**src/tvde_pkg.sv**
```systemverilog
// Shared types, constants and helpers for the tile value dictionary encoder.
// No dependencies.
package tvde_pkg;

	localparam int VAL_W  = 16;
	localparam int BITS_W = 5;
	localparam int IDX_W  = 2;

	typedef enum logic [1:0] {
		OP_RAW   = 2'd0,
		OP_DELTA = 2'd1,
		OP_T0    = 2'd2,
		OP_T1    = 2'd3
	} op_code_t;

	localparam logic [IDX_W-1:0] REG_T0_BASE  = 2'd0;
	localparam logic [IDX_W-1:0] REG_T1_BASE  = 2'd1;
	localparam logic [IDX_W-1:0] REG_T1_LIMIT = 2'd2;

	localparam logic [VAL_W-1:0] T0_BASE_RST  = 16'h0000;
	localparam logic [VAL_W-1:0] T1_BASE_RST  = 16'h0000;
	localparam logic [VAL_W-1:0] T1_LIMIT_RST = 16'hFFFF;

	typedef struct packed {
		op_code_t          op;
		logic [VAL_W-1:0]  payload;
		logic [BITS_W-1:0] nbits;
		logic              unreach;
	} tvde_result_t;

	typedef struct packed {
		logic inc_t0;
		logic inc_t1;
	} tvde_upd_t;

	// Position of the highest set bit plus one, zero for zero.
	function automatic logic [BITS_W-1:0] bit_len(input logic [VAL_W-1:0] v);
		logic [BITS_W-1:0] n;
		n = '0;
		for (int i = 0; i < VAL_W; i++) begin
			if (v[i]) begin
				n = BITS_W'(i + 1);
			end
		end
		return n;
	endfunction

endpackage

```
**src/tvde_regs.sv**
```systemverilog
// Configuration registers and the two running reference tiles.
// Depends on tvde_pkg.
module tvde_regs (
	input  logic                      clk,
	input  logic                      arst_n,
	input  logic                      cfg_we,
	input  logic [tvde_pkg::IDX_W-1:0] cfg_index,
	input  logic [tvde_pkg::VAL_W-1:0] cfg_data,
	input  logic                      step,
	input  tvde_pkg::tvde_upd_t       upd,
	output logic [tvde_pkg::VAL_W-1:0] t0_cur,
	output logic [tvde_pkg::VAL_W-1:0] t1_cur,
	output logic [tvde_pkg::VAL_W-1:0] t1_base,
	output logic [tvde_pkg::VAL_W-1:0] t1_limit
);
	import tvde_pkg::*;

	logic [VAL_W-1:0] t0_cur_q, t1_cur_q, t1_base_q, t1_limit_q;

	always_ff @(posedge clk or negedge arst_n) begin
		if (!arst_n) begin
			t0_cur_q   <= T0_BASE_RST;
			t1_cur_q   <= T1_BASE_RST;
			t1_base_q  <= T1_BASE_RST;
			t1_limit_q <= T1_LIMIT_RST;
		end else if (cfg_we) begin
			unique case (cfg_index)
				REG_T0_BASE: begin
					t0_cur_q <= cfg_data;
				end
				REG_T1_BASE: begin
					t1_base_q <= cfg_data;
					t1_cur_q  <= cfg_data;
				end
				REG_T1_LIMIT: begin
					t1_limit_q <= cfg_data;
				end
				default: begin
				end
			endcase
		end else if (step) begin
			if (upd.inc_t0) begin
				t0_cur_q <= t0_cur_q + VAL_W'(1);
			end
			if (upd.inc_t1) begin
				t1_cur_q <= t1_cur_q + VAL_W'(1);
			end
		end
	end

	assign t0_cur   = t0_cur_q;
	assign t1_cur   = t1_cur_q;
	assign t1_base  = t1_base_q;
	assign t1_limit = t1_limit_q;

endmodule

```
**src/tvde_encode.sv**
```systemverilog
// Operand code selection for one tile value against the current references.
// Depends on tvde_pkg.
module tvde_encode (
	input  logic [tvde_pkg::VAL_W-1:0] value,
	input  logic [tvde_pkg::VAL_W-1:0] t0_cur,
	input  logic [tvde_pkg::VAL_W-1:0] t1_cur,
	input  logic [tvde_pkg::VAL_W-1:0] t1_base,
	input  logic [tvde_pkg::VAL_W-1:0] t1_limit,
	output tvde_pkg::tvde_result_t    res,
	output tvde_pkg::tvde_upd_t       upd
);
	import tvde_pkg::*;

	logic              hit_t1, hit_t0, delta_ok;
	logic [VAL_W-1:0]  t1_gap, diff, maxv;
	logic [VAL_W:0]    span;
	logic [BITS_W-1:0] dist_bits, t0_bits;

	always_comb begin
		hit_t1    = (value == t1_cur) && (t1_cur < t1_limit);
		hit_t0    = (value == t0_cur);
		t1_gap    = t1_cur - t1_base;
		dist_bits = bit_len(t1_gap);
		span      = ((VAL_W+1)'(1) << dist_bits) - (VAL_W+1)'(1);
		maxv      = span[VAL_W-1:0];
		diff      = value - t1_base;
		delta_ok  = (value >= t1_base) && (diff <= maxv);
		t0_bits   = bit_len(t0_cur);

		res = '{op: OP_RAW, payload: '0, nbits: '0, unreach: 1'b0};
		upd = '{inc_t0: 1'b0, inc_t1: 1'b0};
		priority if (hit_t1) begin
			res.op     = OP_T1;
			upd.inc_t1 = 1'b1;
		end else if (hit_t0) begin
			res.op     = OP_T0;
			upd.inc_t0 = 1'b1;
		end else if (delta_ok) begin
			res.op      = OP_DELTA;
			res.payload = diff;
			res.nbits   = dist_bits;
		end else if (bit_len(value) > t0_bits) begin
			res.unreach = 1'b1;
		end else begin
			res.payload = value;
			res.nbits   = t0_bits;
		end
	end

endmodule

```
**src/tile_value_dictionary_encoder.sv**
```systemverilog
// Top level of the tile value dictionary encoder.
// Depends on tvde_pkg, tvde_regs and tvde_encode.

// Encodes one 16-bit tile value per transaction into a 2-bit operand code plus
// payload bits, against two running reference tiles T0 and T1. The block takes
// one transaction every clock cycle while in_stall is low: the value lands in an
// input register, is coded by a single level of compare/subtract/leading-one
// logic, and the outcome lands in the result register. The reference update
// happens in the same cycle as the coding, so the loop through T0/T1 allows one
// item per cycle. While the result waits under out_stall, the input register
// still takes one more transaction; in_stall rises only when both registers
// are full. Configuration writes take effect at once; writing t0_base or
// t1_base also reloads the matching reference. Write configuration only while
// the pipeline is empty.
module tile_value_dictionary_encoder (
	input  logic                        clk,
	input  logic                        arst_n,
	input  logic                        in_valid,
	output logic                        in_stall,
	input  logic [tvde_pkg::VAL_W-1:0]  tile_value,
	output logic                        out_valid,
	input  logic                        out_stall,
	output logic [1:0]                  op_code,
	output logic [tvde_pkg::VAL_W-1:0]  payload,
	output logic [tvde_pkg::BITS_W-1:0] payload_bits,
	output logic                        unreachable,
	input  logic                        cfg_we,
	input  logic [tvde_pkg::IDX_W-1:0]  cfg_index,
	input  logic [tvde_pkg::VAL_W-1:0]  cfg_data
);
	import tvde_pkg::*;

	// Input register (stage 1) and result register (stage 2).
	logic             vld_s1, vld_s2;
	logic [VAL_W-1:0] tile_s1;
	tvde_result_t     res_s2;

	logic             take_s2, move_s1, take_s1;
	logic [VAL_W-1:0] t0_cur, t1_cur, t1_base, t1_limit;
	tvde_result_t     res;
	tvde_upd_t        upd;

	// Result register frees when empty or when its transaction leaves.
	assign take_s2  = !vld_s2 || !out_stall;
	// Advance the coded item into the result register; this is also the
	// moment the references step.
	assign move_s1  = vld_s1 && take_s2;
	assign in_stall = vld_s1 && !take_s2;
	assign take_s1  = in_valid && !in_stall;

	tvde_regs u_regs (
		.clk      (clk),
		.arst_n   (arst_n),
		.cfg_we   (cfg_we),
		.cfg_index(cfg_index),
		.cfg_data (cfg_data),
		.step     (move_s1),
		.upd      (upd),
		.t0_cur   (t0_cur),
		.t1_cur   (t1_cur),
		.t1_base  (t1_base),
		.t1_limit (t1_limit)
	);

	tvde_encode u_encode (
		.value   (tile_s1),
		.t0_cur  (t0_cur),
		.t1_cur  (t1_cur),
		.t1_base (t1_base),
		.t1_limit(t1_limit),
		.res     (res),
		.upd     (upd)
	);

	// Hold the input register while the result side is blocked.
	always_ff @(posedge clk or negedge arst_n) begin
		if (!arst_n) begin
			vld_s1 <= 1'b0;
		end else if (take_s1) begin
			vld_s1 <= 1'b1;
		end else if (move_s1) begin
			vld_s1 <= 1'b0;
		end
	end

	always_ff @(posedge clk) begin
		if (take_s1) begin
			tile_s1 <= tile_value;
		end
	end

	// Load a fresh result or drop the delivered one.
	always_ff @(posedge clk or negedge arst_n) begin
		if (!arst_n) begin
			vld_s2 <= 1'b0;
		end else if (take_s2) begin
			vld_s2 <= vld_s1;
		end
	end

	always_ff @(posedge clk) begin
		if (move_s1) begin
			res_s2 <= res;
		end
	end

	assign out_valid    = vld_s2;
	assign op_code      = res_s2.op;
	assign payload      = res_s2.payload;
	assign payload_bits = res_s2.nbits;
	assign unreachable  = res_s2.unreach;

endmodule

```
**config.mk**
```make
export PLATFORM = sky130hd
export DESIGN_NAME = tile_value_dictionary_encoder
export DESIGN_NICKNAME = d
export VERILOG_FILES = /design/src/tvde_pkg.sv /design/src/tvde_regs.sv /design/src/tvde_encode.sv /design/src/tile_value_dictionary_encoder.sv
export SDC_FILE = /design/constraint.sdc
export NUM_CORES = 1
export LEC_CHECK = 0
export ABC_AREA = 1
export BUFFER_PORTS_ARGS = -buffer_cell sky130_fd_sc_hd__buf_2
export CORE_MARGIN = 2
export CORE_UTILIZATION = 59
export DETAILED_ROUTE_END_ITERATION = 10
export PLACE_DENSITY = 0.86
export SYNTH_ARGS = -nofsm -noshare
export SYNTH_HDL_FRONTEND = slang
export SYNTH_SLANG_ARGS = --single-unit
export TNS_END_PERCENT = 30
```
**constraint.sdc**
```tcl
create_clock -name clk -period 6.8 [get_ports clk]
set_input_delay 0.68 -clock clk [delete_from_list [all_inputs] [get_ports clk]]
set_output_delay 0.68 -clock clk [all_outputs]
set_load 0.005 [all_outputs]
```
==> results.md <==
* Outcome: finished, final reports clean
* VDD IR max at 0.264 mV
* Max-cap viol count at 0
* H-tree depth at 3
* Die H at 124 um
* Drt initial violations at 1070
* Worst EP required at 6.92 ns
* Crit path max fanout at 13
* Hold_buf cts at 0
* Post-synthesis async set-or-reset flop share at 62.3%
* All-Layer GR Usage at 32.7%
* Die Span X at 124 um
* Mapped Cells at 1161
* CTS root buffer: clkbuf_16
* I/O pin count at 65
* Total power at 3.96 mW
* Number of flops mapped to enable cells by yosys at 40
* R2R Path End: payload_bits[0]
* Most frequent cell after synthesis: nand2_1
* Final period utilization at 91.1%
* Reg2reg start: u_regs.t1_cur[0]
* Total grt overflow at 0
* # diodes at 0
* Dominant synthesized flop cell: dfrtp_1
* Max clock buf depth at 2
* Die ar. at 0.0153 mm^2
* Initial antenna violation count at 0
* Commonest cells post-synth: nand2_1, inv_1, nor2_1, o21ai_0
* Post-route ant nets at 0
* R2r setup slk at 0.60 ns
* Sequential cell area fraction in the yosys report at 33.9%
* Critical Setup Path Class: reg2reg
* Worst-margin pin slew at 1.36 ns
* Final Net Count at 1325
* Worst rel slew slack at 9.06%
* Area grow syn2layout at 8.68%
* CP max-delay cell: nor2_1
* First-pass DRT Iterations at 6
* Grt met1 use at 42.5%
* Min Clock Period, post-route at 6.20 ns
* Arrival time worst endpoint at 6.31 ns
* Synth Register Bits at 106
* Setup TNS at 0 ns
* Vias in the first global route at 7610
* First-pass GRT wire length at 38100 um
* Drt via density at 5.91
* Syn_area_per_cell at 7.30 um^2
* Clk Latency, worst-skew pair at 0.36 ns
* FF-to-FF path depth at 34
* Total wire length at 24300 um
* Drt drc at 0
* CP endpoint kind: register
* Pwr Density at 430 mW/mm^2
* Post-synth top area share at 14.8%
* Setup Viol. Count Final at 0
* Via count at 8265
* Buffers & Inverters on Critical Path at 5
* Fmax at 0.161 GHz
* Class of the worst hold path: reg2reg
* RSZ-0062 raised after global routing: false
* Hold path start: u_regs.t1_base[2]
* Hold endpoint: u_regs.t1_base[2]
* Sink Count at 106
* Global routing usage on met3 at 7.51%
* Final weighted congestion in routability-driven placement at 0.994
* Syn_nets at 1273
* Busiest grt layer: met2
* Syn. warnings at 0
* Setup ws final at 0.605 ns
* Top delay family on crit path: simple AND/OR/NAND/NOR gates
* I/O Buffers at 64
* Site Rows at 43
* Synth cell types at 50
* Largest net degree at the start of global routing at 67
* Max incr delay on CP at 0.51 ns
* Netlist Area Pre-Place at 0.00848 mm^2
* CTS tree: done
* Max Transition Viols Final at 0
* Worst Skew at 0.0108 ns
* Endpoints failing hold at 0
* Area leader, netlist: dfrtp_1
* Clock-pin slew on the worst setup and hold paths at 0.08 ns
* Share of layout cells above drive strength 1 at 11.2%
* Post-detail-place hpwl at 19000 um
* DP Worst Slack at 0.746 ns
* Wire per inst at 17.3 um
* Post-CTS resize count at 0
* Critical path's most frequent cell: nand3_1
* WHS Path Cells at 2
* Met2 usage at 52.3%
* Core ar. at 0.0139 mm^2
* Top post-synthesis cells by area: dfrtp_1, edfxtp_1, nand2_1, ha_1, inv_1
* Starting density of the core at 60.9%
* Postcts setup bufs at 0
* Startpoint Class: register
* Number of buffers created by CTS at 9
* Leakage at 4.53 nW
==> metal layers <==
metal / vias up / share of wire (%)
met5: - / 0
met3: 95 / 9.3
li1: 3977 / -
met1: 3740 / 40
met2: 453 / 46
met4: 0 / 4.5
==> kinds of logic after synthesis <==
logic type | synth area share (%)
AO/OA/AOI/OAI | 14.8
XOR/XNOR | 4.90
adder cells (fa/ha/maj) | 10.9
buffers and inverters | 9.55
flip-flops | 33.9
AND/OR/NAND/NOR | 25.9
==> cell type report <==
| cell class | instances | area, um^2 |
|---|---|---|
| clock buffer | 10 | 229 |
| inverter | 185 | 694 |
| fill | 1180 | 4720 |
| clock inverter | 6 | 58.8 |
| multi-input combinational | 845 | 4800 |
| sequential | 106 | 2870 |
| timing repair buffer | 66 | 335 |
| tap | 180 | 225 |
==> placed cells by master, fill, tap and decap left out, drive strengths merged, types with 21 or more instances in the layout <==
cell type  instances
nand2            262
o21ai            104
nand3             74
nor2             116
dfrtp             50
nand4             24
xor2              30
a21oi             59
ha                71
inv              186
buf               66
edfxtp            40
a31oi             21
==> flip-flops by register name (all words and copies together) (netlist names) <==
| name | flops |
|---|---|
| u_regs.t0_cur | 16 |
| payload | 16 |
| unreachable | 1 |
| vld_s1 | 1 |
| u_regs.t1_cur | 16 |
| op_code | 2 |
| payload_bits | 5 |
| tile_s1 | 16 |
| u_regs.t1_base | 16 |
| u_regs.t1_limit | 16 |
| out_valid | 1 |
==> how the worst max path moves through the flow <==
stage,to,slack [ns],startpoint,depth (start not counted)
2_1_floorplan,payload_bits[2],2.06,u_regs.t1_cur[0],36
3_3_place_gp,payload_bits[0],1.01,u_regs.t1_cur[0],32
6_report,payload_bits[0],0.60,u_regs.t1_cur[0],34
3_5_place_dp,payload_bits[0],0.75,u_regs.t1_cur[0],32
4_1_cts,payload_bits[0],0.74,u_regs.t1_cur[0],32
5_1_grt,payload_bits[0],0.03,u_regs.t1_cur[0],40
==> worst min-delay path, stage by stage (launching register included) <==
cell     delay [ns]
dfrtp_1        0.35
nand2_1        0.05
o21ai_0        0.06
==> metrics by stage <==
step	cells	hold WS [ns]	utilization (%)	instance area (um^2)
after detailed placement	1382	0.473	64.1	8930
after global placement	1382	0.462	64.1	8930
after global routing	1398	0.488	66.1	9220
final	1398	0.491	66.1	9220
after CTS	1398	0.488	66.1	9220
after floorplan	1161	0.384	-	8480
==> report_power, final <==
group / internal [mW] / switching [mW]
Sequential: 0.893 / 0.158
Combinational: 0.820 / 1.58
Clock: 0.258 / 0.254
Power figures use the tool's default switching activity.
